--- src/rtl/trcc_pkg.sv ---
// Shared types and constants for the TLV replay counter check.
// Holds the verdict codes, register indexes and counter record sizes.
// No dependencies.
package trcc_pkg;

    localparam int COUNTER_BYTES = 6;
    localparam int VALUE_W       = 8 * COUNTER_BYTES;
    localparam int BYTE_W        = 8;
    localparam int SLOT_IN_W     = 4;
    localparam int BLEFT_W       = 8;
    localparam int VIDX_W        = 3;
    localparam int SEEN_W        = 2;

    typedef enum logic [1:0] {
        VERDICT_ACCEPT    = 2'd0,
        VERDICT_REPLAY    = 2'd1,
        VERDICT_COUNT     = 2'd2,
        VERDICT_MALFORMED = 2'd3
    } verdict_t;

    typedef enum logic {
        CFG_PAD_TYPE     = 1'b0,
        CFG_COUNTER_TYPE = 1'b1
    } cfg_index_t;

    localparam logic [BYTE_W-1:0] PAD_TYPE_RESET     = 8'd0;
    localparam logic [BYTE_W-1:0] COUNTER_TYPE_RESET = 8'd11;

endpackage

--- src/rtl/tlv_replay_counter_check.sv ---
// Top level of the TLV replay counter check: record parser, counter compare
// and the per-neighbour counter memory. Depends on trcc_pkg.
//
//   channel   | signals                                        | handshake
//   ----------+------------------------------------------------+-----------------
//   body in   | neighbour_slot, body_byte, last_byte           | body_valid/ready
//   verdict   | verdict                                        | verdict_valid/ready
//   config    | cfg_index, cfg_data                            | cfg_write_en
//
// One byte is taken per cycle; the parser, the byte compare and the memory
// write all finish in the cycle the byte transfers. The counter memory is read
// once per packet, on its first byte, and the value is needed no earlier than
// the third byte; counters committed inside the packet are forwarded from a
// local register. Reset clears one valid bit per memory entry, so there is no
// clearing pass. Body bytes that are not last bytes are always taken; a last
// byte waits only while a previous verdict still sits unclaimed in the output
// register.
module tlv_replay_counter_check
    import trcc_pkg::*;
#(
    parameter int NEIGHBOURS = 16
)(
    input  logic                 clk,
    input  logic                 rst_n,

    input  logic                 cfg_write_en,
    input  logic                 cfg_index,
    input  logic [BYTE_W-1:0]    cfg_data,

    input  logic                 body_valid,
    output logic                 body_ready,
    input  logic [SLOT_IN_W-1:0] neighbour_slot,
    input  logic [BYTE_W-1:0]    body_byte,
    input  logic                 last_byte,

    output logic                 verdict_valid,
    input  logic                 verdict_ready,
    output logic [1:0]           verdict
);

    localparam int SLOT_W = (NEIGHBOURS > 1) ? $clog2(NEIGHBOURS) : 1;

    typedef enum logic [1:0] {
        PH_TYPE,
        PH_LENGTH,
        PH_SKIP,
        PH_VALUE
    } phase_t;

    typedef enum logic [1:0] {
        CMP_EQUAL,
        CMP_GREATER,
        CMP_LESS
    } cmp_t;

    // Configuration registers
    logic [BYTE_W-1:0] pad_code_reg;
    logic [BYTE_W-1:0] ctr_code_reg;

    // Per-packet parser state
    phase_t               phase_reg,   phase_next;
    logic [BLEFT_W-1:0]   bleft_reg,   bleft_next;
    logic [VIDX_W-1:0]    vidx_reg,    vidx_next;
    cmp_t                 cmp_reg,     cmp_next;
    logic [VALUE_W-1:0]   staged_reg,  staged_next;
    logic [SEEN_W-1:0]    seen_reg,    seen_next;
    verdict_t             pverd_reg,   pverd_next;
    logic                 ctrrec_reg,  ctrrec_next;
    logic                 in_pkt_reg;
    logic [SLOT_W-1:0]    slot_reg;

    // Current view: cleared values on the first byte of a packet
    phase_t               cur_phase;
    logic [BLEFT_W-1:0]   cur_bleft;
    logic [VIDX_W-1:0]    cur_vidx;
    cmp_t                 cur_cmp;
    logic [VALUE_W-1:0]   cur_staged;
    logic [SEEN_W-1:0]    cur_seen;
    verdict_t             cur_pverd;
    logic                 cur_ctrrec;

    // Counter memory, its valid bits and the forwarding register
    logic [VALUE_W-1:0]   counter_mem [NEIGHBOURS];
    logic [NEIGHBOURS-1:0] entry_valid_reg;
    logic [VALUE_W-1:0]   rd_data_reg;
    logic                 rd_valid_reg;
    logic [VALUE_W-1:0]   fwd_value_reg;
    logic                 fwd_valid_reg;
    logic [VALUE_W-1:0]   stored_value;

    logic                 body_xfer;
    logic                 first_byte;
    logic [SLOT_W-1:0]    slot_in;
    logic [VIDX_W-1:0]    byte_sel;
    logic [BYTE_W-1:0]    old_byte;
    logic                 commit;
    verdict_t             result;

    // Output register
    logic                 out_valid_reg;
    verdict_t             out_verdict_reg;

    assign body_ready = !last_byte || !out_valid_reg || verdict_ready;
    assign body_xfer  = body_valid && body_ready;
    assign first_byte = !in_pkt_reg;

    // Fold the incoming slot onto the memory depth with a small constant table
    always_comb
    begin
        slot_in = '0;
        for (int i = 0; i < (1 << SLOT_IN_W); i++)
        begin
            if (neighbour_slot == SLOT_IN_W'(i))
            begin
                slot_in = SLOT_W'(i % NEIGHBOURS);
            end
        end
    end

    assign verdict_valid = out_valid_reg;
    assign verdict       = out_verdict_reg;

    // Counter of this packet: committed value first, then the memory read
    assign stored_value = fwd_valid_reg ? fwd_value_reg :
                          (rd_valid_reg ? rd_data_reg : '0);
    assign byte_sel     = VIDX_W'(COUNTER_BYTES - 1) - cur_vidx;
    assign old_byte     = stored_value[{byte_sel, 3'b000} +: BYTE_W];

    always_comb
    begin
        if (first_byte)
        begin
            cur_phase  = PH_TYPE;
            cur_bleft  = '0;
            cur_vidx   = '0;
            cur_cmp    = CMP_EQUAL;
            cur_staged = '0;
            cur_seen   = '0;
            cur_pverd  = VERDICT_ACCEPT;
            cur_ctrrec = 1'b0;
        end
        else
        begin
            cur_phase  = phase_reg;
            cur_bleft  = bleft_reg;
            cur_vidx   = vidx_reg;
            cur_cmp    = cmp_reg;
            cur_staged = staged_reg;
            cur_seen   = seen_reg;
            cur_pverd  = pverd_reg;
            cur_ctrrec = ctrrec_reg;
        end

        phase_next  = cur_phase;
        bleft_next  = cur_bleft;
        vidx_next   = cur_vidx;
        cmp_next    = cur_cmp;
        staged_next = cur_staged;
        seen_next   = cur_seen;
        pverd_next  = cur_pverd;
        ctrrec_next = cur_ctrrec;
        commit      = 1'b0;

        // A rejected packet ignores everything up to its last byte
        if (cur_pverd == VERDICT_ACCEPT)
        begin
            unique case (cur_phase)
                PH_TYPE:
                begin
                    if (body_byte != pad_code_reg)
                    begin
                        ctrrec_next = (body_byte == ctr_code_reg);
                        phase_next  = PH_LENGTH;
                    end
                end
                PH_LENGTH:
                begin
                    if (cur_ctrrec)
                    begin
                        if (body_byte < BYTE_W'(COUNTER_BYTES))
                        begin
                            pverd_next = VERDICT_MALFORMED;
                        end
                        else
                        begin
                            bleft_next  = body_byte;
                            vidx_next   = '0;
                            cmp_next    = CMP_EQUAL;
                            staged_next = '0;
                            phase_next  = PH_VALUE;
                            ctrrec_next = 1'b0;
                        end
                    end
                    else
                    begin
                        bleft_next  = body_byte;
                        phase_next  = (body_byte == '0) ? PH_TYPE : PH_SKIP;
                        ctrrec_next = 1'b0;
                    end
                end
                PH_SKIP:
                begin
                    bleft_next = cur_bleft - 1'b1;
                    if (bleft_next == '0)
                    begin
                        phase_next = PH_TYPE;
                    end
                end
                PH_VALUE:
                begin
                    // Big-endian compare: the first differing byte decides
                    if (cur_cmp == CMP_EQUAL)
                    begin
                        if (body_byte > old_byte)
                        begin
                            cmp_next = CMP_GREATER;
                        end
                        else if (body_byte < old_byte)
                        begin
                            cmp_next = CMP_LESS;
                        end
                    end
                    staged_next = {cur_staged[VALUE_W-BYTE_W-1:0], body_byte};
                    bleft_next  = cur_bleft - 1'b1;
                    vidx_next   = cur_vidx + 1'b1;
                    if (vidx_next >= VIDX_W'(COUNTER_BYTES))
                    begin
                        vidx_next = '0;
                        if (cmp_next != CMP_GREATER)
                        begin
                            pverd_next = VERDICT_REPLAY;
                        end
                        else
                        begin
                            commit = 1'b1;
                            if (cur_seen < SEEN_W'(2))
                            begin
                                seen_next = cur_seen + 1'b1;
                            end
                            phase_next = (bleft_next == '0) ? PH_TYPE : PH_SKIP;
                        end
                    end
                end
                default:
                begin
                    phase_next = PH_TYPE;
                end
            endcase
        end

        // Verdict reported on the last byte
        priority if (pverd_next != VERDICT_ACCEPT)
        begin
            result = pverd_next;
        end
        else if (phase_next == PH_VALUE || (phase_next == PH_LENGTH && ctrrec_next))
        begin
            result = VERDICT_MALFORMED;
        end
        else if (seen_next != SEEN_W'(1))
        begin
            result = VERDICT_COUNT;
        end
        else
        begin
            result = VERDICT_ACCEPT;
        end
    end

    // Configuration writes
    always_ff @(posedge clk or negedge rst_n)
    begin
        if (!rst_n)
        begin
            pad_code_reg <= PAD_TYPE_RESET;
            ctr_code_reg <= COUNTER_TYPE_RESET;
        end
        else if (cfg_write_en)
        begin
            unique case (cfg_index_t'(cfg_index))
                CFG_PAD_TYPE:     pad_code_reg <= cfg_data;
                CFG_COUNTER_TYPE: ctr_code_reg <= cfg_data;
                default:          pad_code_reg <= pad_code_reg;
            endcase
        end
    end

    // Parser state: advance on every transfer, drop back to clear on the last byte
    always_ff @(posedge clk or negedge rst_n)
    begin
        if (!rst_n)
        begin
            phase_reg  <= PH_TYPE;
            bleft_reg  <= '0;
            vidx_reg   <= '0;
            cmp_reg    <= CMP_EQUAL;
            staged_reg <= '0;
            seen_reg   <= '0;
            pverd_reg  <= VERDICT_ACCEPT;
            ctrrec_reg <= 1'b0;
            in_pkt_reg <= 1'b0;
            slot_reg   <= '0;
        end
        else if (body_xfer)
        begin
            if (first_byte)
            begin
                slot_reg <= slot_in;
            end
            phase_reg  <= phase_next;
            bleft_reg  <= bleft_next;
            vidx_reg   <= vidx_next;
            cmp_reg    <= cmp_next;
            staged_reg <= staged_next;
            seen_reg   <= seen_next;
            pverd_reg  <= pverd_next;
            ctrrec_reg <= ctrrec_next;
            in_pkt_reg <= !last_byte;
        end
    end

    // Counter memory: one read per packet, one write per committed record
    always_ff @(posedge clk)
    begin
        if (body_xfer && commit)
        begin
            counter_mem[slot_reg] <= staged_next;
        end
        if (body_xfer && first_byte)
        begin
            rd_data_reg <= counter_mem[slot_in];
        end
    end

    // Entry valid bits and forwarding of values committed within the packet
    always_ff @(posedge clk or negedge rst_n)
    begin
        if (!rst_n)
        begin
            entry_valid_reg <= '0;
            rd_valid_reg    <= 1'b0;
            fwd_valid_reg   <= 1'b0;
            fwd_value_reg   <= '0;
        end
        else if (body_xfer)
        begin
            if (first_byte)
            begin
                rd_valid_reg  <= entry_valid_reg[slot_in];
                fwd_valid_reg <= 1'b0;
            end
            if (commit)
            begin
                entry_valid_reg[slot_reg] <= 1'b1;
                fwd_valid_reg             <= 1'b1;
                fwd_value_reg             <= staged_next;
            end
        end
    end

    // Output register: load on a last-byte transfer, hold until taken
    always_ff @(posedge clk or negedge rst_n)
    begin
        if (!rst_n)
        begin
            out_valid_reg   <= 1'b0;
            out_verdict_reg <= VERDICT_ACCEPT;
        end
        else if (body_xfer && last_byte)
        begin
            out_valid_reg   <= 1'b1;
            out_verdict_reg <= result;
        end
        else if (verdict_ready)
        begin
            out_valid_reg <= 1'b0;
        end
    end

endmodule

--- config.mk ---
export PLATFORM = sky130hd
export DESIGN_NAME = tlv_replay_counter_check
export DESIGN_NICKNAME = d
export VERILOG_FILES = /design/src/rtl/trcc_pkg.sv /design/src/rtl/tlv_replay_counter_check.sv
export SDC_FILE = /design/constraint.sdc
export NUM_CORES = 1
export LEC_CHECK = 0
export BUFFER_PORTS_ARGS = -buffer_cell sky130_fd_sc_hd__clkbuf_2
export CORE_MARGIN = 3
export CORE_UTILIZATION = 45
export DETAILED_ROUTE_END_ITERATION = 6
export PLACE_DENSITY = 0.59
export SETUP_SLACK_MARGIN = 0.05
export SYNTH_ARGS = -nofsm -noshare
export SYNTH_HDL_FRONTEND = slang
export SYNTH_SLANG_ARGS = --single-unit
--- constraint.sdc ---
create_clock -name clk -period 19.4 [get_ports clk]
set_input_delay 5.82 -clock clk [delete_from_list [all_inputs] [get_ports clk]]
set_output_delay 5.82 -clock clk [all_outputs]
set_load 0.005 [all_outputs]
==> flow_metrics.py, run 1 <==
metrics = {
    "timing": {
        "tightest_slew_ps": 1130,
        "worst_clock_skew_ps": 26.2,
        "maxSlewViolCount": 0,
        "hold_viol": 0,
        "setup_viol": 0,
        "fin_tns_setup_ps": 0,
        "timing.final.crit_period_ps": 12080,
        "rsz0062_at_grt": "false",
        "maxSlewHeadroom_pct": 24.7,
        "fmax_ghz": 0.0828,
        "final_min_period_over_clock_period_pct": 62.3,
    },
    "floorplanning": {
        "floorplan.die_area_mm2": 0.0895,
        "number_of_rows_created_at_floorplan": 106,
        "die_x_um": 299,
        "io_pins": 31,
        "core-area_mm2": 0.0844,
        "die_h_um": 299,
        "start_util_pct": 45.9,
    },
    "min_path": {
        "worst_hold_path.endpoint": "entry_valid_reg[9]",
        "hold_depth": 1,
        "hold_path.startpoint": "entry_valid_reg[9]",
        "worstHoldPathType": "flip-flop to flip-flop",
    },
    "clocking": {
        "cts_tree": "built",
        "clk_root_buffer_cell": "sky130_fd_sc_hd__clkbuf_16",
        "cts_inserted_buffers": 98,
        "cts_post_setup_buffers_inserted": 0,
        "clkLatencyLatePin_ps": 650,
        "clock_sink_count": 974,
        "clkSlewWorstSetupHoldPaths_ps": 60,
        "clock_tree.buffer_depth": 3,
        "cts_resized": 0,
        "hold_buffers": 0,
        "cts.htree.levels": 3,
    },
    "route": {
        "dr_total_vias": 19100,
        "dr.first_iter.drc_count": 1921,
        "drc_errors": 0,
        "sum_of_routed_wire_length_over_all_layers_mm": 89.5,
        "drt_pre_antenna_iters": 5,
        "antenna_violating_nets_post_route": 0,
        "wl_per_cell_um": 27.6,
        "avgViaCountPerCell": 5.91,
    },
    "synthesis": {
        "synth.lib_cells_used.distinct": 67,
        "synth.ff_latch_count": 974,
        "netlist_instances": 1959,
        "synth_warnings": 0,
        "post-synth-top-area-fraction_pct": 63.3,
        "main_combinational_cell_family_by_area_after_synthesis": "multiplexers",
        "synth_async_sr_flop_share_pct": 16.2,
        "synth_area_mm2": 0.0387,
        "post_synth.cell_area_avg_um2": 19.8,
        "post_synth_mux_area_share_pct": 16.3,
        "ys_seq_area_share_pct": 73.6,
        "synth.top_cells.by_area": "sky130_fd_sc_hd__edfxtp_1 63%, sky130_fd_sc_hd__mux4_2 16%, sky130_fd_sc_hd__dfrtp_1 10%",
        "synth_compound_gate_area_share_pct": 4.15,
        "synth-main-ff-cell": "sky130_fd_sc_hd__edfxtp_1",
        "synthesis.nets": 1999,
        "synth_xor_xnor_area_share_pct": 0.498,
        "netlist.top_cell.by_area": "sky130_fd_sc_hd__edfxtp_1",
        "synth_enable_flop_cells": 816,
        "post_synth_and_or_nand_nor_area_fraction_pct": 3.36,
        "yosys.area_share.adder_pct": 0.420,
    },
    "placement": {
        "io_buffer_count": 30,
        "postPlaceCellArea_mm2": 0.0403,
        "place_congestion": 0.799,
        "dpl.hpwl_mm": 47.7,
    },
    "grt": {
        "grt_max_degree": 105,
        "grt_first_pass_wirelength_mm": 135,
        "antenna_violations_before_repair": 4,
        "grt_use_total_pct": 20.4,
        "globalRouteOverflowTotal": 0,
        "grt_pass1_vias": 20000,
    },
    "critical_path": {
        "required_ps": 13580,
        "worst_r2r_path_depth": 16,
        "worst_r2r_endpoint": "counter_mem[13][27]",
        "worst_ep_arrival_time_ps": 6260,
        "r2r_startpoint": "vidx_reg[0]",
        "startpoint_type": "input port",
        "regToRegSetupSlack_ps": 13840,
        "critical_path_peak_fanout": 3,
        "end_kind": "output port",
        "worstSetupPathType": "input port to output port",
        "cp-startpoint": "verdict_ready",
    },
    "finish": {
        "post_route_cells_drive_above_1_share_pct": 27.6,
        "num-nets-final": 2066,
        "area.growth.synth_to_final_pct": 12.2,
        "largest-register": "counter_mem",
        "largest_register_ffs": 768,
        "filler_cell_count": 6710,
        "antenna-diode-count": 0,
        "design_area_mm2": 0.0434,
    },
    "power": {
        "vdd.ir_drop.worst_mv": 0.0652,
        "p_per_area_mw_per_mm2": 109,
        "p_leak_uw": 0.0141,
    },
    "job": {
        "cap_violations": 0,
    },
    "status": {
        "outcome": "complete, no violations",
    },
}
## worst max-delay path by stage
stage / slack, ps / cells past startpoint / end
2_1_floorplan: 6490 / 11 / entry_valid_reg[0]
3_3_place_gp: 7320 / 3 / body_ready
3_5_place_dp: 7330 / 3 / body_ready
4_1_cts: 7320 / 3 / body_ready
5_1_grt: 7290 / 3 / body_ready
6_report: 7320 / 3 / body_ready
## cells in the mapped netlist, types with 25 or more instances
library cell,instances
sky130_fd_sc_hd__mux4_2,269
sky130_fd_sc_hd__inv_1,33
sky130_fd_sc_hd__nand2_1,182
sky130_fd_sc_hd__o21ai_0,47
sky130_fd_sc_hd__a22o_1,49
sky130_fd_sc_hd__o21ai_1,46
sky130_fd_sc_hd__edfxtp_1,816
sky130_fd_sc_hd__dfrtp_1,155
sky130_fd_sc_hd__clkbuf_1,65
sky130_fd_sc_hd__buf_2,28
sky130_fd_sc_hd__nor2_1,25
## worst max-delay path: stages
cell,delay [ps]
sky130_fd_sc_hd__clkbuf_2,90
sky130_fd_sc_hd__nand3b_1,200
sky130_fd_sc_hd__clkbuf_2,150
## routing by layer
metal,track usage (%),wire length [um],part of all wire (%)
met1,29.5,38600,43
met5,0,40,0.045
met4,5.78,2140,2.4
met3,3.43,5730,6.4
met2,32.5,43100,48
## cells by family (layout without fill, tap and decap cells)
family                     count (synthesis)  after routing
AOI/OAI and AO/OA                        223            223
xor gates and xnor gates                  22             22
adders and majority gates                 13             13
buffers and inverters                    147            294
DFF                                      974            974
muxes                                    292            292
and+or+nand+nor                          288            288
## placed cells by master, fill, tap and decap left out, drive strengths merged, types with 3 or more instances in the layout
| master | n |
|---|---|
| a211o | 3 |
| a21o | 3 |
| a21oi | 17 |
| a221oi | 3 |
| a22o | 49 |
| a22oi | 32 |
| and2 | 5 |
| buf | 55 |
| bufinv | 6 |
| clkbuf | 166 |
| clkinv | 27 |
| clkinvlp | 7 |
| dfrtp | 155 |
| dfstp | 3 |
| edfxtp | 816 |
| ha | 13 |
| inv | 33 |
| mux2 | 22 |
| mux4 | 269 |
| nand2 | 183 |
| nand2b | 5 |
| nand3 | 8 |
| nand4 | 6 |
| nor2 | 26 |
| nor2b | 4 |
| nor3 | 15 |
| nor4 | 10 |
| o21ai | 93 |
| or2 | 18 |
| xnor2 | 22 |
## layout make-up
class                      instances  area (um^2)  area share (%)
clock buffer                     140         2770            6.38
tap                             1134         1420            3.27
clock inverter                    40          374           0.862
inverter                          33          124           0.285
sequential                       974        28500            65.6
multi-input combinational        838         9690            22.3
timing repair buffer              81          563            1.30
## report_power, final
part / internal, uW / switching, uW / leakage, uW
clock network: 1070 / 774 / 0.00151
logic: 158 / 290 / 0.00351
registers: 2370 / 59.0 / 0.00909
total: 3600 / 1120 / 0.0141
## per-stage QoR
stage / cells / setup WS [ps] / hold WS (ps) / power [uW] / utilization, %
detailed placement: 3060 / 7330 / 452 / 2910 / 47.7
finish: 3240 / 7320 / 462 / 4720 / 51.5
CTS: 3240 / 7320 / 465 / 4760 / 51.5
global placement: 3060 / 7320 / 445 / 2900 / 47.7
floorplan: 1959 / 6490 / 428 / 2770 / -
global route: 3240 / 7290 / 488 / 4890 / 51.5
Power figures use the tool's default switching activity.
==> run 2, diff against run 1 <==
--- a/config.mk
+++ b/config.mk
@@ -5,11 +5,12 @@
 export SDC_FILE = /design/constraint.sdc
 export NUM_CORES = 1
 export LEC_CHECK = 0
+export ABC_AREA = 1
 export BUFFER_PORTS_ARGS = -buffer_cell sky130_fd_sc_hd__clkbuf_2
 export CORE_MARGIN = 3
 export CORE_UTILIZATION = 45
 export DETAILED_ROUTE_END_ITERATION = 6
-export PLACE_DENSITY = 0.59
+export PLACE_DENSITY = 0.61
 export SETUP_SLACK_MARGIN = 0.05
 export SYNTH_ARGS = -nofsm -noshare
 export SYNTH_HDL_FRONTEND = slang
==> constraint.sdc (replaced) <==
create_clock -name clk -period 10.6 [get_ports clk]
set_input_delay 3.18 -clock clk [delete_from_list [all_inputs] [get_ports clk]]
set_output_delay 3.18 -clock clk [all_outputs]
set_load 0.005 [all_outputs]
==> run 2 against run 1 <==
  * Total power grew 86%
  * Count of clock-buffer cells in the layout down 25
  * Highest routed layer is now met4
  * Clock power is 90% higher
  * Register-to-register slack worse by 9700 ps
  * Utilization about the same
  * Wire length grew 14%
  * Synthesized cell count grew 44%
  * Largest cell class unchanged
  * Critical path depth is 1 higher
  * Largest power group unchanged
==> flow_metrics.py, run 2 <==
metrics = {
    "power": {
        "vdd.ir_drop.worst_mv": 0.143,
        "p_per_area_mw_per_mm2": 204,
        "p_leak_uw": 0.0151,
    },
    "timing": {
        "hold_viol": 0,
        "final.hold.worst_slack_ps": 453,
        "maxSlewViolCount": 0,
        "fin_tns_setup_ps": 0,
        "maxSlewHeadroom_pct": 15.3,
        "final_min_period_over_clock_period_pct": 63.2,
        "setup_viol": 0,
        "timing.final.crit_period_ps": 6700,
        "rsz0062_at_grt": "false",
        "fmax_ghz": 0.149,
        "worst_clock_skew_ps": 16.8,
        "finalWorstSetupSlack_ps": 3900,
        "tightest_slew_ps": 1270,
    },
    "critical_path": {
        "end_kind": "output port",
        "path_delay_family": "buffers and inverters",
        "max_stage_delay_ps": 120,
        "worst_ep_arrival_time_ps": 3520,
        "crit_path_cell_trace": "clkbuf_2, inv_1, nand3_1, clkbuf_2",
        "critical_path_peak_fanout": 2,
        "crit_path_top_delay_cell": "sky130_fd_sc_hd__clkbuf_2",
        "startpoint_type": "input port",
        "worstSetupPathType": "input port to output port",
        "number_of_buffer_and_inverter_instances_along_the_worst_setup_path": 3,
        "required_ps": 7420,
        "regToRegSetupSlack_ps": 4100,
        "cp_common_cell": "sky130_fd_sc_hd__clkbuf_2",
    },
    "floorplanning": {
        "number_of_rows_created_at_floorplan": 106,
        "die_h_um": 298,
        "die_x_um": 298,
        "start_util_pct": 45.6,
        "floorplan.die_area_mm2": 0.0887,
        "io_pins": 31,
        "core-area_mm2": 0.0840,
    },
    "finish": {
        "filler_cell_count": 7004,
        "area.growth.synth_to_final_pct": 12.8,
        "layout.cells.most_common_list": "816 x sky130_fd_sc_hd__edfxtp_1, 444 x sky130_fd_sc_hd__nand2_1, 327 x sky130_fd_sc_hd__a22oi_1, 186 x sky130_fd_sc_hd__o21ai_0, 174 x sky130_fd_sc_hd__nand3_1",
        "largest_register_ffs": 768,
        "final_common_cell": "sky130_fd_sc_hd__edfxtp_1",
        "num-nets-final": 2876,
        "multi_input_comb_area_mm2": 0.00880,
        "largest-register": "counter_mem",
        "final_design_utilization_pct": 51.5,
        "post_route_cells_drive_above_1_share_pct": 10.8,
        "area.sequential_mm2": 0.0285,
        "finalNonFillerCells": 4053,
        "antenna-diode-count": 0,
    },
    "route": {
        "drc_errors": 0,
        "dr_total_vias": 24000,
        "avgViaCountPerCell": 5.92,
        "drt_pre_antenna_iters": 6,
        "antenna_violating_nets_post_route": 0,
        "sum_of_routed_wire_length_over_all_layers_mm": 102,
        "wl_per_cell_um": 25.2,
        "dr.first_iter.drc_count": 2696,
    },
    "synthesis": {
        "synth-main-ff-cell": "sky130_fd_sc_hd__edfxtp_1",
        "synth_enable_flop_cells": 816,
        "synth.top_cells.by_area": "sky130_fd_sc_hd__edfxtp_1 64%, sky130_fd_sc_hd__dfrtp_1 10%, sky130_fd_sc_hd__a22oi_1 6.4%",
        "netlist_instances": 2821,
        "synthTopCellsByCount": "816 x sky130_fd_sc_hd__edfxtp_1, 444 x sky130_fd_sc_hd__nand2_1, 327 x sky130_fd_sc_hd__a22oi_1, 186 x sky130_fd_sc_hd__o21ai_0, 174 x sky130_fd_sc_hd__nand3_1",
        "post_synth.cell_area_avg_um2": 13.6,
        "ys_seq_area_share_pct": 74.3,
        "synth.ff_latch_count": 974,
        "post-synth-top-area-fraction_pct": 64.0,
        "synth_area_mm2": 0.0383,
        "synth_async_sr_flop_share_pct": 16.2,
        "netlist.top_cell.by_area": "sky130_fd_sc_hd__edfxtp_1",
        "synthesis.nets": 2861,
        "synth_warnings": 0,
        "synth.lib_cells_used.distinct": 52,
        "synth_most_common_cell": "sky130_fd_sc_hd__edfxtp_1",
    },
    "grt": {
        "grt_first_pass_wirelength_mm": 153,
        "grt_use_total_pct": 22.7,
        "grt_pass1_vias": 23600,
        "globalRouteOverflowTotal": 0,
        "grt_max_degree": 139,
        "antenna_violations_before_repair": 0,
    },
    "clocking": {
        "hold_buffers": 0,
        "clkLatencyLatePin_ps": 650,
        "clkSlewWorstSetupHoldPaths_ps": 60,
        "cts_resized": 0,
        "clk_root_buffer_cell": "sky130_fd_sc_hd__clkbuf_16",
        "clock_sink_count": 974,
        "cts_inserted_buffers": 98,
        "cts_tree": "built",
        "clock_tree.buffer_depth": 3,
        "cts.htree.levels": 3,
        "cts_post_setup_buffers_inserted": 0,
    },
    "placement": {
        "dpl.cell_count": 3870,
        "place_congestion": 0.868,
        "preCtsSetupSlack_ps": 3660,
        "io_buffer_count": 30,
        "dpl.hpwl_mm": 57.1,
    },
    "min_path": {
        "worstHoldPathType": "flip-flop to flip-flop",
    },
    "job": {
        "cap_violations": 0,
    },
    "status": {
        "outcome": "complete, no violations",
    },
}
==> run 2: cell count changes after synthesis, moves of 44 or more <==
cell                       previous run  this run
sky130_fd_sc_hd__o22ai_1              0        44
sky130_fd_sc_hd__nor2_1              25        78
sky130_fd_sc_hd__inv_1               33       153
sky130_fd_sc_hd__mux4_2             269         0
sky130_fd_sc_hd__nand2_1            182       444
sky130_fd_sc_hd__o21ai_0             47       186
sky130_fd_sc_hd__a22oi_1             12       327
sky130_fd_sc_hd__clkbuf_1            65       126
sky130_fd_sc_hd__a22o_1              49         1
sky130_fd_sc_hd__nand3_1              8       174
==> run 2: cells by family (layout without fill, tap and decap cells) <==
group / count (synthesis) / in the layout / share of synthesized area (%)
compound gates: 725 / 725 / 12.8
xor+xnor: 17 / 17 / 0.389
flops: 974 / 974 / 74.3
simple gates: 759 / 759 / 8.55
buf+inv: 333 / 431 / 3.53
fa+ha+maj: 13 / 13 / 0.425
==> run 2: final cells by class <==
class,count,share of cell area (%)
timing repair buffer,88,1.49
clock inverter,68,1.67
sequential,974,65.9
multi-input combinational,1514,20.4
clock buffer,115,5.92
inverter,160,1.42
tap,1134,3.28
==> run 2: worst paths after layout <==
kind	startpoint	to	cells past startpoint
setup reg to reg	fwd_valid_reg	counter_mem[6][39]	19
setup / recovery	verdict_ready	body_ready	4
hold / removal	entry_valid_reg[4]	entry_valid_reg[4]	2
max in group asynchronous	rst_n	fwd_valid_reg	2
hold reg to reg	entry_valid_reg[4]	entry_valid_reg[4]	2
min in group asynchronous	rst_n	ctr_code_reg[7]	1
==> run 2: power breakdown <==
| group | internal [uW] | leakage (uW) | switching, uW |
|---|---|---|---|
| Combinational | 259 | 0.00399 | 685 |
| Clock | 2050 | 0.00158 | 1460 |
| Sequential | 4280 | 0.00953 | 61.7 |
==> run 2: routing by layer <==
| metal | vias to the layer above | track usage (%) | share of wire, % |
|---|---|---|---|
| li1 | 10700 | - | - |
| met1 | 12200 | 32.4 | 43 |
| met2 | 971 | 36.3 | 47 |
| met3 | 159 | 3.82 | 7.3 |
| met4 | 0 | 6.46 | 2.8 |
| met5 | - | 0 | 0 |
==> run 2: worst register-to-register path: cells and delay by family, from the launching register on <==
kind            cells  cell delay [ps]
flops               1              350
fa+ha+maj           1              370
simple gates        9             1430
buf+inv             4             2540
compound gates      5             1360
==> run 2: stage by stage <==
stage / total power, uW / area [um^2]
finish: 8800 / 43200
global route: 9120 / 43200
CTS: 8850 / 43200
detailed placement: 5350 / 39900
global placement: 5340 / 39900
floorplan: 5000 / 38300
==> run 3, diff against run 2 <==
--- a/config.mk
+++ b/config.mk
@@ -5,12 +5,12 @@
 export SDC_FILE = /design/constraint.sdc
 export NUM_CORES = 1
 export LEC_CHECK = 0
-export ABC_AREA = 1
+export ABC_AREA = 0
 export BUFFER_PORTS_ARGS = -buffer_cell sky130_fd_sc_hd__clkbuf_2
 export CORE_MARGIN = 3
 export CORE_UTILIZATION = 45
 export DETAILED_ROUTE_END_ITERATION = 6
-export PLACE_DENSITY = 0.61
+export PLACE_DENSITY = 0.59
 export SETUP_SLACK_MARGIN = 0.05
 export SYNTH_ARGS = -nofsm -noshare
 export SYNTH_HDL_FRONTEND = slang
==> constraint.sdc (replaced) <==
create_clock -name clk -period 6.8 [get_ports clk]
set_input_delay 2.04 -clock clk [delete_from_list [all_inputs] [get_ports clk]]
set_output_delay 2.04 -clock clk [all_outputs]
set_load 0.005 [all_outputs]
==> run 3 against run 2 <==
  * Total power up 57%
  * Clock power is 58% higher
  * Critical path depth is 10 higher
  * Critical path type is now flip-flop to flip-flop
  * Critical endpoint is now counter_mem[4][10]
==> flow_metrics.py, run 3 (synthesized netlist as in run 1, its figures left out) <==
metrics = {
    "status": {
        "outcome": "complete, no violations",
    },
    "placement": {
        "io_buffer_count": 30,
        "dpl.cell_count": 3063,
        "dpl.hpwl_mm": 52.4,
        "place_congestion": 0.823,
    },
    "finish": {
        "area.sequential_mm2": 0.0285,
        "multi_input_comb_area_mm2": 0.00975,
        "largest_register_ffs": 768,
        "area.growth.synth_to_final_pct": 13.1,
        "num-nets-final": 2069,
        "finalNonFillerCells": 3247,
        "largest-register": "counter_mem",
        "post_route_cells_drive_above_1_share_pct": 28.1,
        "final_common_cell": "sky130_fd_sc_hd__edfxtp_1",
        "layout.cells.most_common_list": "816 x sky130_fd_sc_hd__edfxtp_1, 269 x sky130_fd_sc_hd__mux4_2, 181 x sky130_fd_sc_hd__nand2_1, 155 x sky130_fd_sc_hd__dfrtp_1, 98 x sky130_fd_sc_hd__clkbuf_16",
        "filler_cell_count": 6648,
    },
    "power": {
        "vdd.ir_drop.worst_mv": 0.181,
        "p_sw_uw": 3260,
        "share_clk_of_total_power_pct": 40.3,
        "p_per_area_mw_per_mm2": 315,
        "power.sequential.fraction_pct": 50.2,
        "switching_part_of_the_total_power_pct": 23.6,
        "power_report.internal_total_uw": 10500,
        "comb_power_share_pct": 9.5,
        "p_leak_uw": 0.0144,
    },
    "clocking": {
        "cts.htree.levels": 3,
        "cts_resized": 0,
        "hold_buffers": 0,
        "clock_sink_count": 974,
        "cts_tree": "built",
        "clkLatencyLatePin_ps": 650,
        "clk_root_buffer_cell": "sky130_fd_sc_hd__clkbuf_16",
        "cts_post_setup_buffers_inserted": 0,
        "clkSlewWorstSetupHoldPaths_ps": 60,
        "clock_tree.buffer_depth": 3,
        "cts_inserted_buffers": 98,
    },
    "grt": {
        "grt_pass1_vias": 19500,
        "antenna_violations_before_repair": 7,
        "grt_first_pass_wirelength_mm": 133,
        "globalRouteOverflowTotal": 0,
        "grt_max_degree": 89,
        "grt_use_total_pct": 20.2,
    },
    "route": {
        "avgViaCountPerCell": 5.88,
        "antenna_violating_nets_post_route": 0,
        "wl_per_cell_um": 27.3,
        "drt_pre_antenna_iters": 5,
        "dr.first_iter.drc_count": 1900,
        "drc_errors": 0,
        "sum_of_routed_wire_length_over_all_layers_mm": 88.7,
        "dr_total_vias": 19100,
    },
    "timing": {
        "timing.final.crit_period_ps": 5090,
        "setup_viol": 0,
        "final.hold.worst_slack_ps": 464,
        "maxSlewHeadroom_pct": 25.2,
        "fmax_ghz": 0.196,
        "tightest_slew_ps": 1120,
        "final_min_period_over_clock_period_pct": 74.9,
        "maxSlewViolCount": 0,
        "rsz0062_at_grt": "false",
        "worst_clock_skew_ps": 25.2,
        "hold_viol": 0,
    },
    "floorplanning": {
        "io_pins": 31,
        "number_of_rows_created_at_floorplan": 106,
        "die_x_um": 299,
        "floorplan.die_area_mm2": 0.0895,
        "core-area_mm2": 0.0844,
        "die_h_um": 299,
        "start_util_pct": 45.9,
    },
    "critical_path": {
        "worstSetupPathType": "flip-flop to flip-flop",
        "number_of_buffer_and_inverter_instances_along_the_worst_setup_path": 2,
        "cp_common_cell": "sky130_fd_sc_hd__buf_4",
        "worst_ep_arrival_time_ps": 5360,
        "path_delay_family": "simple AND/OR/NAND/NOR gates",
        "crit_path_top_delay_cell": "sky130_fd_sc_hd__and2_2",
        "end_kind": "flip-flop",
        "critical_path_peak_fanout": 39,
        "startpoint_type": "flip-flop",
        "max_stage_delay_ps": 750,
        "required_ps": 7070,
        "crit_path_cell_trace": "and2_2, buf_4, mux4_2, a22oi_1, o21ai_0, nand2_1, ha_1, nand4_1, a21oi_1, nor2_1, nor4_4, nand2_4, nor4_2, buf_4",
    },
    "job": {
        "cap_violations": 0,
    },
    "min_path": {
        "worstHoldPathType": "flip-flop to flip-flop",
    },
}
run 3: cell types whose count changed in the layout (fill, tap and decap cells not counted), sizes merged, moves of 59 or more:
cell,previous run,this run
o21ai,190,93
nor2,85,26
nand2,450,183
a22oi,327,32
inv,165,36
nand3,176,8
mux4,0,269
run 3: stage by stage:
step | setup slack [ps] | instance area (um^2) | utilization, % | total power [uW] | TNS (ps)
floorplan | -1930 | 38700 | - | 7920 | -581460
global placement | 1330 | 40400 | 47.9 | 8330 | 0
detailed placement | 1350 | 40400 | 47.9 | 8360 | 0
CTS | 1610 | 43700 | 51.9 | 13900 | 0
global route | 1230 | 43700 | 51.9 | 14300 | 0
finish | 1710 | 43700 | 51.9 | 13800 | 0
run 3: layout make-up:
type,instances,area share [%]
multi-input combinational,838,22.3
clock buffer,123,5.93
clock inverter,60,1.71
timing repair buffer,84,1.48
inverter,33,0.283
tap,1134,3.24
antenna,1,0.00572
sequential,974,65.1
run 3: worst register-to-register path: stages, from the launching register on:
cell                      delay [ps]
sky130_fd_sc_hd__dfrtp_1         370
sky130_fd_sc_hd__and2_2          750
sky130_fd_sc_hd__buf_4           300
sky130_fd_sc_hd__mux4_2          500
sky130_fd_sc_hd__a22oi_1         180
sky130_fd_sc_hd__o21ai_0         100
sky130_fd_sc_hd__nand2_1          90
sky130_fd_sc_hd__ha_1            160
sky130_fd_sc_hd__nand4_1         130
sky130_fd_sc_hd__a21oi_1         150
sky130_fd_sc_hd__nor2_1          150
sky130_fd_sc_hd__nor4_4          430
sky130_fd_sc_hd__nand2_4         370
sky130_fd_sc_hd__nor4_2          390
sky130_fd_sc_hd__buf_4           620
run 3: power by group through the flow:
stage | Combinational [uW] | Clock, uW | Sequential (uW)
2_1_floorplan | 953 | 0 | 6960
3_5_place_dp | 1320 | 0 | 7050
4_1_cts | 1320 | 5680 | 6920
3_3_place_gp | 1290 | 0 | 7040
6_report | 1310 | 5560 | 6930
5_1_grt | 1430 | 5940 | 6940
run 3: metal layers:
layer | routed length (um) | track usage [%] | up-vias
li1 | - | - | 8102
met1 | 38900 | 29.5 | 10200
met2 | 42000 | 31.6 | 635
met3 | 5840 | 3.59 | 134
met4 | 1970 | 5.48 | 4
met5 | 29 | 0 | -
run 3: final timing paths:
kind                                          start                  end  slack [ps]  depth (start not counted)
max in group asynchronous                     rst_n       staged_reg[40]        4290                          2
worst max register to register          vidx_reg[0]   counter_mem[4][10]        1710                         14
worst max-delay path                    vidx_reg[0]   counter_mem[4][10]        1710                         14
min in group asynchronous                     rst_n   entry_valid_reg[3]        1370                          1
worst min register to register  entry_valid_reg[11]  entry_valid_reg[11]         460                          1
worst min-delay path            entry_valid_reg[11]  entry_valid_reg[11]         460                          1
